[src/hw/rtl/nfcp_pkg.sv]
// nfcp_pkg: shared types and codes of the response frame parser.
// Used by the frame state machine, the output register and the top level.
`timescale 1ns / 1ps

package nfcp_pkg;

	// Input item kinds
	localparam logic [1:0] CMD_BYTE  = 2'd0;
	localparam logic [1:0] CMD_TICK  = 2'd1;
	localparam logic [1:0] CMD_START = 2'd2;

	// Frame end status codes
	localparam logic [1:0] ST_OK      = 2'd0;
	localparam logic [1:0] ST_TIMEOUT = 2'd1;
	localparam logic [1:0] ST_INVALID = 2'd2;
	localparam logic [1:0] ST_NOSPACE = 2'd3;

	// Result kinds
	localparam logic KIND_DATA = 1'b0;
	localparam logic KIND_END  = 1'b1;

	// Configuration register indexes
	localparam logic [1:0] CFG_SENT_COMMAND     = 2'd0;
	localparam logic [1:0] CFG_FRAME_IDENTIFIER = 2'd1;
	localparam logic [1:0] CFG_BYTE_TIMEOUT     = 2'd2;
	localparam logic [1:0] CFG_BUFFER_CAPACITY  = 2'd3;

	localparam int CFG_INDEX_W = 2;
	localparam int CFG_DATA_W  = 16;

	// Frame bytes
	localparam logic [7:0] PREAMBLE_END = 8'hFF;
	localparam logic [7:0] MIN_LENGTH   = 8'd2;

	typedef struct packed {
		logic [7:0]  sent_command;
		logic [7:0]  frame_identifier;
		logic [15:0] byte_timeout;
		logic [7:0]  buffer_capacity;
	} cfg_t;

	typedef struct packed {
		logic       kind;
		logic [7:0] payload_byte;
		logic [7:0] payload_index;
		logic [1:0] status;
		logic [7:0] payload_length;
	} res_t;

endpackage

[src/hw/rtl/nfcp_if.sv]
// nfcp_if: valid/ready channels for input items and result items.
// Standalone; the payload widths match the fields used with nfcp_pkg.
`timescale 1ns / 1ps

interface nfcp_item_if;
	logic       valid;
	logic       ready;
	logic [1:0] cmd;
	logic [7:0] rx_byte;

	modport source (output valid, output cmd, output rx_byte, input ready);
	modport sink (input valid, input cmd, input rx_byte, output ready);
endinterface

interface nfcp_result_if;
	logic       valid;
	logic       ready;
	logic       kind;
	logic [7:0] payload_byte;
	logic [7:0] payload_index;
	logic [1:0] status;
	logic [7:0] payload_length;

	modport source (output valid, output kind, output payload_byte, output payload_index,
		output status, output payload_length, input ready);
	modport sink (input valid, input kind, input payload_byte, input payload_index,
		input status, input payload_length, output ready);
endinterface

[src/hw/rtl/nfcp_frame_fsm.sv]
// nfcp_frame_fsm: frame state and the per-item parse logic.
// Depends on nfcp_pkg (codes, cfg_t, res_t).
`timescale 1ns / 1ps

module nfcp_frame_fsm
	import nfcp_pkg::*;
(
	input  logic       clk,
	input  logic       arst_n,
	input  logic       step,
	input  logic [1:0] cmd,
	input  logic [7:0] rx_byte,
	input  cfg_t       cfg,
	output logic       res_vld,
	output res_t       res
);

	typedef enum logic [2:0] {
		PH_DONE,
		PH_PRE,
		PH_LEN,
		PH_CMD,
		PH_DATA,
		PH_TAIL
	} phase_t;

	phase_t      phase_q, phase_n;
	logic [1:0]  pair_q, pair_n;
	logic [7:0]  held_q, held_n;
	logic        pre_bad_q, pre_bad_n;
	logic [7:0]  total_q, total_n;
	logic [7:0]  count_q, count_n;
	logic [7:0]  sum_q, sum_n;
	logic [15:0] tick_q, tick_n;

	logic [7:0]  rsp_code;
	logic [7:0]  want_pre;
	logic        pre_bad_now;
	logic [7:0]  count_inc;
	logic [15:0] tick_inc;

	assign rsp_code    = cfg.sent_command + 8'd1;
	assign want_pre    = (pair_q == 2'd2) ? PREAMBLE_END : 8'h00;
	assign pre_bad_now = pre_bad_q | (rx_byte != want_pre);
	assign count_inc   = count_q + 8'd1;
	assign tick_inc    = (tick_q == 16'hFFFF) ? tick_q : tick_q + 16'd1;

	// Next state and result for the item being processed
	always_comb begin
		phase_n   = phase_q;
		pair_n    = pair_q;
		held_n    = held_q;
		pre_bad_n = pre_bad_q;
		total_n   = total_q;
		count_n   = count_q;
		sum_n     = sum_q;
		tick_n    = tick_q;
		res_vld   = 1'b0;
		res       = '0;
		res.kind  = KIND_END;

		if (step) begin
			if (cmd == CMD_START) begin
				phase_n   = PH_PRE;
				pair_n    = 2'd0;
				held_n    = 8'd0;
				pre_bad_n = 1'b0;
				total_n   = 8'd0;
				count_n   = 8'd0;
				sum_n     = 8'd0;
				tick_n    = 16'd0;
			end else if (phase_q != PH_DONE && cmd == CMD_TICK) begin
				tick_n = tick_inc;
				if (cfg.byte_timeout != 16'd0 && tick_inc >= cfg.byte_timeout) begin
					res_vld    = 1'b1;
					res.status = ST_TIMEOUT;
				end
			end else if (phase_q != PH_DONE && cmd == CMD_BYTE) begin
				tick_n = 16'd0;
				unique case (phase_q)
					PH_PRE: begin
						pre_bad_n = pre_bad_now;
						if (pair_q != 2'd2) begin
							pair_n = pair_q + 2'd1;
						end else if (pre_bad_now) begin
							res_vld    = 1'b1;
							res.status = ST_INVALID;
						end else begin
							phase_n = PH_LEN;
							pair_n  = 2'd0;
						end
					end
					PH_LEN: begin
						if (pair_q == 2'd0) begin
							held_n = rx_byte;
							pair_n = 2'd1;
						end else if ((held_q + rx_byte) != 8'd0 || held_q < MIN_LENGTH) begin
							res_vld    = 1'b1;
							res.status = ST_INVALID;
						end else begin
							total_n = held_q - MIN_LENGTH;
							phase_n = PH_CMD;
							pair_n  = 2'd0;
							if ((held_q - MIN_LENGTH) > cfg.buffer_capacity) begin
								res_vld    = 1'b1;
								res.status = ST_NOSPACE;
							end
						end
					end
					PH_CMD: begin
						if (pair_q == 2'd0) begin
							held_n = rx_byte;
							pair_n = 2'd1;
						end else if (held_q != cfg.frame_identifier || rx_byte != rsp_code) begin
							res_vld    = 1'b1;
							res.status = ST_INVALID;
						end else begin
							sum_n   = cfg.frame_identifier + rsp_code;
							count_n = 8'd0;
							pair_n  = 2'd0;
							phase_n = (total_q == 8'd0) ? PH_TAIL : PH_DATA;
						end
					end
					PH_DATA: begin
						res_vld           = 1'b1;
						res.kind          = KIND_DATA;
						res.payload_byte  = rx_byte;
						res.payload_index = count_q;
						sum_n             = sum_q + rx_byte;
						count_n           = count_inc;
						if (count_inc >= total_q) begin
							phase_n = PH_TAIL;
							pair_n  = 2'd0;
						end
					end
					PH_TAIL: begin
						if (pair_q == 2'd0) begin
							held_n = rx_byte;
							pair_n = 2'd1;
						end else if ((sum_q + held_q) != 8'd0 || rx_byte != 8'd0) begin
							res_vld    = 1'b1;
							res.status = ST_INVALID;
						end else begin
							res_vld            = 1'b1;
							res.status         = ST_OK;
							res.payload_length = total_q;
						end
					end
					default: begin
					end
				endcase
			end

			// Any frame end result closes the frame
			if (res_vld && res.kind == KIND_END) begin
				phase_n = PH_DONE;
				pair_n  = 2'd0;
			end
		end
	end

	// Frame state registers
	always_ff @(posedge clk or negedge arst_n) begin
		if (!arst_n) begin
			phase_q   <= PH_DONE;
			pair_q    <= 2'd0;
			held_q    <= 8'd0;
			pre_bad_q <= 1'b0;
			total_q   <= 8'd0;
			count_q   <= 8'd0;
			sum_q     <= 8'd0;
			tick_q    <= 16'd0;
		end else begin
			phase_q   <= phase_n;
			pair_q    <= pair_n;
			held_q    <= held_n;
			pre_bad_q <= pre_bad_n;
			total_q   <= total_n;
			count_q   <= count_n;
			sum_q     <= sum_n;
			tick_q    <= tick_n;
		end
	end

`ifndef SYNTHESIS
	// A frame end result always leaves the parser idle
	a_end_goes_done: assert property (@(posedge clk) disable iff (!arst_n)
		step && res_vld && res.kind == KIND_END |=> phase_q == PH_DONE)
		else $error("frame end did not return to idle");

	// Payload index never reaches the announced length
	a_count_in_range: assert property (@(posedge clk) disable iff (!arst_n)
		phase_q == PH_DATA |-> count_q < total_q)
		else $error("payload count beyond frame length");

	// Only the preamble uses a three-byte group
	a_pair_range: assert property (@(posedge clk) disable iff (!arst_n)
		phase_q != PH_PRE |-> pair_q <= 2'd1)
		else $error("pair position out of range");

	// Payload byte results come only from the payload phase
	a_data_from_data: assert property (@(posedge clk) disable iff (!arst_n)
		step && res_vld && res.kind == KIND_DATA |-> phase_q == PH_DATA)
		else $error("payload result outside payload phase");
`endif

endmodule

[src/hw/rtl/nfcp_out_reg.sv]
// nfcp_out_reg: result register driving the result channel.
// Depends on nfcp_pkg (res_t) and nfcp_if.
`timescale 1ns / 1ps

module nfcp_out_reg
	import nfcp_pkg::*;
(
	input  logic                 clk,
	input  logic                 arst_n,
	input  logic                 load,
	input  res_t                 res,
	output logic                 free,
	nfcp_result_if.source        result
);

	logic valid_q;
	res_t data_q;

	// Slot is free when empty or being drained this cycle
	assign free = !valid_q || result.ready;

	always_ff @(posedge clk or negedge arst_n) begin
		if (!arst_n) begin
			valid_q <= 1'b0;
		end else if (free) begin
			valid_q <= load;
		end
	end

	always_ff @(posedge clk) begin
		if (free && load) begin
			data_q <= res;
		end
	end

	assign result.valid          = valid_q;
	assign result.kind           = data_q.kind;
	assign result.payload_byte   = data_q.payload_byte;
	assign result.payload_index  = data_q.payload_index;
	assign result.status         = data_q.status;
	assign result.payload_length = data_q.payload_length;

endmodule

[src/hw/rtl/nfcp_response_frame_parser.sv]
// Path: an accepted item is held in the input register, and the combinational parse
// logic between the two registers loads any result into the result register.
// Throughput: one item per cycle while nothing stalls; a stalled result register
// holds back the input register and then the input channel.
// Reset (arst_n, asynchronous, active low) leaves the parser idle, ignoring
// bytes and ticks until a start item, with configuration at its reset values.
`timescale 1ns / 1ps

module nfc_response_frame_parser
	import nfcp_pkg::*;
(
	input  logic                   clk,
	input  logic                   arst_n,
	nfcp_item_if.sink              item,
	nfcp_result_if.source          result,
	input  logic                   cfg_we,
	input  logic [CFG_INDEX_W-1:0] cfg_index,
	input  logic [CFG_DATA_W-1:0]  cfg_wdata
);

	cfg_t       cfg_q;
	logic       vld_s1;
	logic [1:0] cmd_s1;
	logic [7:0] byte_s1;
	logic       out_free;
	logic       step;
	logic       res_vld;
	res_t       res;

	// Configuration registers
	always_ff @(posedge clk or negedge arst_n) begin
		if (!arst_n) begin
			cfg_q.sent_command     <= 8'd0;
			cfg_q.frame_identifier <= 8'd213;
			cfg_q.byte_timeout     <= 16'd0;
			cfg_q.buffer_capacity  <= 8'd255;
		end else if (cfg_we) begin
			unique case (cfg_index)
				CFG_SENT_COMMAND:     cfg_q.sent_command     <= cfg_wdata[7:0];
				CFG_FRAME_IDENTIFIER: cfg_q.frame_identifier <= cfg_wdata[7:0];
				CFG_BYTE_TIMEOUT:     cfg_q.byte_timeout     <= cfg_wdata;
				CFG_BUFFER_CAPACITY:  cfg_q.buffer_capacity  <= cfg_wdata[7:0];
				default: begin
				end
			endcase
		end
	end

	// Input register: refills whenever its item moves on
	assign step       = vld_s1 && out_free;
	assign item.ready = !vld_s1 || out_free;

	always_ff @(posedge clk or negedge arst_n) begin
		if (!arst_n) begin
			vld_s1 <= 1'b0;
		end else if (item.ready) begin
			vld_s1 <= item.valid;
		end
	end

	always_ff @(posedge clk) begin
		if (item.ready && item.valid) begin
			cmd_s1  <= item.cmd;
			byte_s1 <= item.rx_byte;
		end
	end

	nfcp_frame_fsm u_fsm (
		.clk     (clk),
		.arst_n  (arst_n),
		.step    (step),
		.cmd     (cmd_s1),
		.rx_byte (byte_s1),
		.cfg     (cfg_q),
		.res_vld (res_vld),
		.res     (res)
	);

	nfcp_out_reg u_out (
		.clk    (clk),
		.arst_n (arst_n),
		.load   (step && res_vld),
		.res    (res),
		.free   (out_free),
		.result (result)
	);

endmodule
[src/flat_wrapper.sv]
// flat-port wrapper written by rule: the top's interface ports become plain ports
module nfc_response_frame_parser_flat import nfcp_pkg::*;
  (clk, arst_n, cfg_we, cfg_index, cfg_wdata, item_valid, item_cmd, item_rx_byte, item_ready, result_valid, result_kind, result_payload_byte, result_payload_index, result_status, result_payload_length, result_ready);
  nfcp_item_if item_i ();
  nfcp_result_if result_i ();
  input  logic clk;
  input  logic arst_n;
  input  logic cfg_we;
  input  logic [CFG_INDEX_W-1:0] cfg_index;
  input  logic [CFG_DATA_W-1:0] cfg_wdata;
  input wire logic [$bits(item_i.valid)-1:0] item_valid;
  input wire logic [$bits(item_i.cmd)-1:0] item_cmd;
  input wire logic [$bits(item_i.rx_byte)-1:0] item_rx_byte;
  output wire logic [$bits(item_i.ready)-1:0] item_ready;
  output wire logic [$bits(result_i.valid)-1:0] result_valid;
  output wire logic [$bits(result_i.kind)-1:0] result_kind;
  output wire logic [$bits(result_i.payload_byte)-1:0] result_payload_byte;
  output wire logic [$bits(result_i.payload_index)-1:0] result_payload_index;
  output wire logic [$bits(result_i.status)-1:0] result_status;
  output wire logic [$bits(result_i.payload_length)-1:0] result_payload_length;
  input wire logic [$bits(result_i.ready)-1:0] result_ready;
  assign item_i.valid = item_valid;
  assign item_i.cmd = item_cmd;
  assign item_i.rx_byte = item_rx_byte;
  assign item_ready = item_i.ready;
  assign result_valid = result_i.valid;
  assign result_kind = result_i.kind;
  assign result_payload_byte = result_i.payload_byte;
  assign result_payload_index = result_i.payload_index;
  assign result_status = result_i.status;
  assign result_payload_length = result_i.payload_length;
  assign result_i.ready = result_ready;
  nfc_response_frame_parser u_core (.clk(clk), .arst_n(arst_n), .item(item_i), .result(result_i), .cfg_we(cfg_we), .cfg_index(cfg_index), .cfg_wdata(cfg_wdata));
endmodule
[config.mk]
export PLATFORM = sky130hd
export DESIGN_NAME = nfc_response_frame_parser_flat
export DESIGN_NICKNAME = d
export VERILOG_FILES = /design/src/hw/rtl/nfcp_pkg.sv /design/src/hw/rtl/nfcp_if.sv /design/src/hw/rtl/nfcp_frame_fsm.sv /design/src/hw/rtl/nfcp_out_reg.sv /design/src/hw/rtl/nfcp_response_frame_parser.sv /design/src/flat_wrapper.sv
export SDC_FILE = /design/constraint.sdc
export NUM_CORES = 1
export LEC_CHECK = 0
export BUFFER_PORTS_ARGS = -buffer_cell sky130_fd_sc_hd__buf_2
export CORE_MARGIN = 2
export CORE_UTILIZATION = 40
export CTS_CLUSTER_SIZE = 12
export DETAILED_ROUTE_END_ITERATION = 10
export GPL_ROUTABILITY_DRIVEN = 0
export GPL_TIMING_DRIVEN = 0
export PLACE_DENSITY_LB_ADDON = 0.12
export SLEW_MARGIN = 20
export SYNTH_ARGS = -nofsm -noshare
export SYNTH_HDL_FRONTEND = slang
export SYNTH_SLANG_ARGS = --single-unit
[constraint.sdc]
create_clock -name clk -period 14.68 [get_ports clk]
set_clock_uncertainty 0.15 [all_clocks]
set_input_delay 0 -clock clk [delete_from_list [all_inputs] [get_ports clk]]
set_output_delay 0 -clock clk [all_outputs]
set_load 0.01 [all_outputs]
Yosys cells after proc, flatten, opt, wreduce, memory -nomap -nowiden --
Cells that the tools add are included.
Storage, ports and cells: bits in registers 133, input bits 33
Operators by class: muxes and demuxes 93, reduce and logical (&&, ||, !) cells 46, bitwise logic cells 1, equal/unequal tests 33, add/subtract/negate cells 9, magnitude comparators 4
Operators with widths (count):
- $mux 8 | 25
- $mux 27 | 3
- $mux 16 | 4
- $mux 2 | 21
- $mux 17 | 2
- $mux 3 | 11
- $add 8x8->8 | 4
- $ne 4x4->1 const B | 8
- $pmux 8 s2 | 2
- $ne 8x8->1 | 3
- $reduce_bool 8->1 | 3
- $mux 1 | 20
- $add 16x1->16 const B | 1
- $add 8x1->8 const B | 2
- $eq 16x16->1 const B | 1
- $ge 16x16->1 | 1
- $reduce_bool 16->1 | 1
- $ne 5x5->1 const B | 3
- $pmux 3 s4 | 1
- $reduce_and 6->1 | 2
- $reduce_bool 3->1 | 4
- $reduce_and 11->1 | 1
- $mux 10 | 1
- $pmux 2 s5 | 1
- other kinds (29) | 61

Logic depth before layout (Yosys ltp) --
word-level depth 14, gate-level depth with buffers 20, mapped depth without buffers 18

Cells and area by module --
Synthesis repeated with hierarchy kept, for this count alone.
Unflattened totals: cells, all modules 848, area total of the unflattened synthesis 8523.2 µm²
Modules (own cells, without submodules):
- nfcp_frame_fsm | cells an instance 716, area an instance 5766.8 µm², times used 1
- nfc_response_frame_parser | cells an instance 101, area an instance 1891.8 µm², times used 1
- nfcp_out_reg | cells an instance 31, area an instance 864.6 µm², times used 1

Least setup slack after synthesis --
Ideal clock, no wire load.
path type reg-to-reg, from register u_core.u_fsm.tick_q[3], to register u_core.u_out.data_q, in the netlist u_core.u_out.result.kind, enable pin, data required time 14.085 ns, path slack 9.293 ns, path buffers 2, stages on the path, launching flop included 19, arrival 4.792 ns, cells stage by stage dfrtp_1 buf_2 and4_1 and3_1 nand3_2 nor3_2 and4_1 buf_2 nor2_2 nand3_1 xnor2_1 ha_1 o21a_1 o211ai_1 nor2_1 a21oi_1 a31oi_2 a21oi_1 nor3_1
Between the ends: word-level cells in the longest chain between the ends 11, elaborated cells on any way between the ends 12, those cells by class 1 x add/sub; 1 x order compare; 1 x eq/ne; 6 x mux; 3 x reduce/logical
Ends and longest elaborated chain:
- from (decl) | RTL line nfcp_frame_fsm.sv:34 | logic [15:0] tick_q, tick_n;
- from (signal assigned) | RTL line nfcp_frame_fsm.sv:181 | tick_q <= tick_n;
- $add 16x1->16 or $eq 16x16->1 (tied branches) | RTL line nfcp_frame_fsm.sv:46 | assign tick_inc = (tick_q == 16'hFFFF) ? tick_q : tick_q + 16'd1;
- $mux 16 * | RTL line nfcp_frame_fsm.sv:46
- $ge 16x16->1 * | RTL line nfcp_frame_fsm.sv:74 | if (cfg.byte_timeout != 16'd0 && tick_inc >= cfg.byte_timeout) begin
- $logic_and 1x1->1 * | RTL line nfcp_frame_fsm.sv:74
- $mux 1 * | RTL line nfcp_frame_fsm.sv:74
- $mux 1 * | RTL line nfcp_frame_fsm.sv:72 | end else if (phase_q != PH_DONE && cmd == CMD_TICK) begin
- $mux 1 * | RTL line nfcp_frame_fsm.sv:63 | if (cmd == CMD_START) begin
- $mux 1 * (2 in a row) | RTL line nfcp_frame_fsm.sv:62 | if (step) begin
- $logic_and 1x1->1 * | RTL line nfcp_response_frame_parser.sv:82 | .load (step && res_vld),
- $logic_and 1x1->1 * | RTL line nfcp_out_reg.sv:31 | if (free && load) begin
- to (signal assigned) | RTL line nfcp_out_reg.sv:32 | data_q <= res;
- to (decl) | RTL line nfcp_out_reg.sv:17 | res_t data_q;
Every way passes the cells marked *; elsewhere a longest branch is shown, timed or not. The select of a mux whose other input is x is not followed. A chain may end at the register's enable or synchronous reset.

Worst setup path in the final report --
from register u_core.u_fsm.tick_q[4], to register u_core.u_out.data_q, in the netlist u_core.u_out.result.payload_index[0], enable pin
The elaborated chain is that of the path after synthesis.

==> results.txt <==
----------------------------------------------------
[Die]
  Die Outline Area ... 22500 um2
  Vertical die dimension ... 150 um
  Initial Util ... 0.406
  Core footprint ... 21000 um2
  Number of top-level pins ... 62
  Standard-cell rows ... 53
  Die extent in x ... 150 um

[Synth]
  Cell area after synthesis ... 8510 um2
  Synthesis-stage register bit count ... 133
  Number of library cell types mapped by synthesis ... 77
  Register area share after synthesis ... 0.415
  Ys Warns ... 0
  Number of standard cells after synthesis ... 846
  Largest cells by area after synthesis ... sky130_fd_sc_hd__dfrtp_1 (24%), sky130_fd_sc_hd__edfxtp_1 (13%), sky130_fd_sc_hd__ha_1 (9.7%)
  Synthesized netlist net count ... 949
  Mean instance size in the synthesized netlist ... 10.1 um2
  Share of flip-flops with an asynchronous set or reset after synthesis ... 0.722
  Yosys top cell area share ... 0.244
  Number of flops mapped to enable cells by yosys ... 37
  Largest area contributor in the synthesized netlist ... sky130_fd_sc_hd__dfrtp_1
  Prevailing post-synth register cell ... sky130_fd_sc_hd__dfrtp_1

[Layout]
  Fraction of layout cells with a size suffix above 1 ... 0.191
  Final #Nets ... 1069
  Cell Count, Final, Fillers Out ... 1254
  Most common cell after layout, fill and taps aside ... sky130_fd_sc_hd__dfrtp_1
  Antenna cell count ... 0
  Commonest cells after routing, fill and taps aside ... sky130_fd_sc_hd__dfrtp_1 (83), sky130_fd_sc_hd__nand2_1 (81), sky130_fd_sc_hd__ha_1 (66), sky130_fd_sc_hd__buf_2 (65), sky130_fd_sc_hd__inv_1 (51)
  Layout area overhead ... 19.8%
  Cell area after layout ... 10200 um2
  Number of fill cells in the layout ... 1976

[Placement]
  Post-placement cell count ... 1185
  Dpl hpwl ... 16000 um
  IO Port Bufs ... 61
  Setup slack at placement ... 9.71 ns
  Post-Place Cell Area ... 9220 um2

[Route]
  Total detailed-routing wirelength ... 21800 um
  Antenna-violating nets left ... 0
  Pre-antenna DRT Iters ... 4
  DRC violations left ... 0
  Detailed-route via count ... 6592
  Count of routing violations after the opening detailed-route iteration ... 328
  Wire length per cell ... 17.4 um
  Drt via density ... 5.26

[Setup path]
  Req. time, crit path ... 14.65 ns
  Type of the setup path with the least slack ... reg -> reg
  Setup slack of the most critical reg-to-reg path ... 9.78 ns
  Crit start category ... flop
  Arrival @ worst endpoint ... 4.87 ns
  Endpoint type of the worst setup path ... flop
  Maximum fanout along the worst path ... 11

[GRT]
  Number of antenna violations at the first check in global routing ... 0
  Largest net degree at the start of global routing ... 75
  Aggregate global-route resource usage ... 0.203
  Via count of the first global-routing pass ... 6486
  First-pass GRT wire length ... 35100 um
  Residual overflow from global routing ... 0

[Power]
  Worst vdd ir ... 0.0960 mV
  Cell leakage power ... 4.52 nW
  Power per unit of standard cell area ... 158 nW/um2

[Timing]
  Share of the clock period used by the worst path ... 0.334
  Unrepaired setup endpoints after global routing ... no
  Maximum frequency from static timing analysis ... 0.204 GHz
  Setup violations, final ... 0
  Relative max-transition margin ... 0.402
  Slew at the pin closest to its max-slew limit ... 0.892 ns
  Final hold violations ... 0
  Hold_ws ... 0.138 ns
  Setup TNS Final ... 0 ns
  Slack of the critical path ... 9.78 ns
  Fin crit period ... 4.90 ns
  Count of final max-slew check failures ... 0

[Clock network]
  Number of buffers inserted during clock tree synthesis ... 17
  CTS Root Buffer Type ... sky130_fd_sc_hd__clkbuf_16
  Clk slew on worst S/H paths ... 0.07 ns
  Largest buffer count on any clock path ... 2
  H-tree depth ... 4
  Sinks on Clock Net ... 133
  CTS tree ... done
  Clock Latency Late Sink ... 0.43 ns

[Min path]
  Path category of the worst min-delay check ... in -> reg

[Run status]
  Result of the run ... finished, final reports clean

[Flow run]
  Number of max-cap violations ... 0

----------------------------------------------------
[timing repair]
action / CTS / global route
endpoints found under the hold margin: 148 / 0
gates resized for setup: 0 / 0
setup buffers: 0 / 0
hold buffers: 37 / 0
[report_power, final]
part	total, mW	switching, mW	leakage, nW	internal, mW
clock	0.435	0.170	0.297	0.265
combinational	0.635	0.355	2.67	0.280
sequential	0.544	0.0957	1.56	0.448
total	1.61	0.621	4.52	0.993
[worst paths after layout]
| check | from | end | cells past startpoint |
|---|---|---|---|
| setup / recovery | u_core.u_fsm.tick_q[4]$_DFFE_PN0P_ | u_core.u_out.result.payload_index[0]$_SDFFCE_PP0P_ | 19 |
| hold / removal | item_cmd[0] | u_core.cmd_s1[0]$_DFFE_PP_ | 2 |
| setup reg to reg | u_core.u_fsm.tick_q[4]$_DFFE_PN0P_ | u_core.u_out.result.payload_index[0]$_SDFFCE_PP0P_ | 19 |
| min in group asynchronous | arst_n | u_core.u_fsm.tick_q[0]$_DFFE_PN0P_ | 4 |
| hold reg to reg | u_core.u_fsm.tick_q[11]$_DFFE_PN0P_ | u_core.u_fsm.tick_q[11]$_DFFE_PN0P_ | 1 |
| max in group asynchronous | arst_n | u_core.cfg_q[24]$_DFFE_PN1P_ | 4 |
[logic make-up (layout without fill, tap and decap cells)]
| kind of cell | Yosys count | count (layout) | synth area share |
|---|---|---|---|
| simple gates | 268 | 268 | 0.164 |
| compound gates | 194 | 194 | 0.154 |
| flops | 133 | 133 | 0.415 |
| buf+inv | 77 | 210 | 0.0376 |
| fa+ha+maj | 70 | 70 | 0.106 |
| xor+xnor | 64 | 64 | 0.0707 |
| mux | 40 | 40 | 0.0526 |
[state kept, by name (all words and copies together) (netlist names)]
signal / flops
u_core.u_out.result.valid: 1
u_core.u_fsm.sum_q: 8
u_core.cmd_s1: 2
u_core.u_fsm.pair_q: 2
u_core.u_fsm.pre_bad_q: 1
u_core.u_fsm.phase_q: 3
u_core.u_fsm.count_q: 8
u_core.u_out.result.payload_length: 8
u_core.u_out.result.status: 2
u_core.u_fsm.total_q: 8
u_core.vld_s1: 1
u_core.u_fsm.tick_q: 16
u_core.byte_s1: 8
u_core.u_out.result.payload_byte: 8
u_core.u_out.result.payload_index: 8
u_core.u_fsm.held_q: 8
u_core.u_out.result.kind: 1
u_core.cfg_q: 40
[synth_stat cells, drive strengths merged (22+ instances only)]
master and n:
dfrtp 83, xor2 25, nor2 46, nand2 81
nand3 28, a21oi 35, ha 66, inv 54
mux2 38, edfxtp 37, a21o 22, and2 26
o21ai 56, xnor2 36
[stage by stage]
step	util	power (mW)
2_1_floorplan	-	0.996
3_3_place_gp	0.437	1.16
3_5_place_dp	0.440	1.17
4_1_cts	0.487	1.62
5_1_grt	0.487	1.73
6_report	0.487	1.61
[cell type report]
type / count / area (um2) / area share
Buffer: 23 / 118 / 0.0115
Clock buffer: 21 / 472 / 0.0463
Clock inverter: 11 / 123 / 0.0120
Inverter: 54 / 203 / 0.0199
Multi-Input combinational cell: 636 / 4670 / 0.458
Sequential cell: 133 / 3530 / 0.346
Tap cell: 275 / 344 / 0.0337
Timing Repair Buffer: 101 / 734 / 0.0720
[routing by layer]
metal	routed length, um	vias to the layer above	global-route usage
met5	0	-	0
met4	306	0	0.0575
met3	705	25	0.0299
met2	9920	110	0.325
met1	10800	3164	0.286
li1	-	3293	-
[critical path, cell delays in order, from the launching register on]
cell and delay (ns):
sky130_fd_sc_hd__dfrtp_1 0.45, sky130_fd_sc_hd__and4_1 0.27, sky130_fd_sc_hd__and3_1 0.24, sky130_fd_sc_hd__nand3_2 0.12, sky130_fd_sc_hd__nor3_2 0.06, sky130_fd_sc_hd__and4_1 0.18
sky130_fd_sc_hd__buf_2 0.15, sky130_fd_sc_hd__nor2_2 0.32, sky130_fd_sc_hd__nand3_1 0.17, sky130_fd_sc_hd__xnor2_1 0.17, sky130_fd_sc_hd__ha_1 0.31, sky130_fd_sc_hd__o21a_1 0.13
sky130_fd_sc_hd__o211ai_1 0.08, sky130_fd_sc_hd__nor2_1 0.10, sky130_fd_sc_hd__a21oi_1 0.09, sky130_fd_sc_hd__a31oi_2 0.36, sky130_fd_sc_hd__a21oi_1 0.13, sky130_fd_sc_hd__nor3_2 0.58
sky130_fd_sc_hd__buf_4 0.31, sky130_fd_sc_hd__buf_4 0.21
Power figures use the tool's default switching activity.
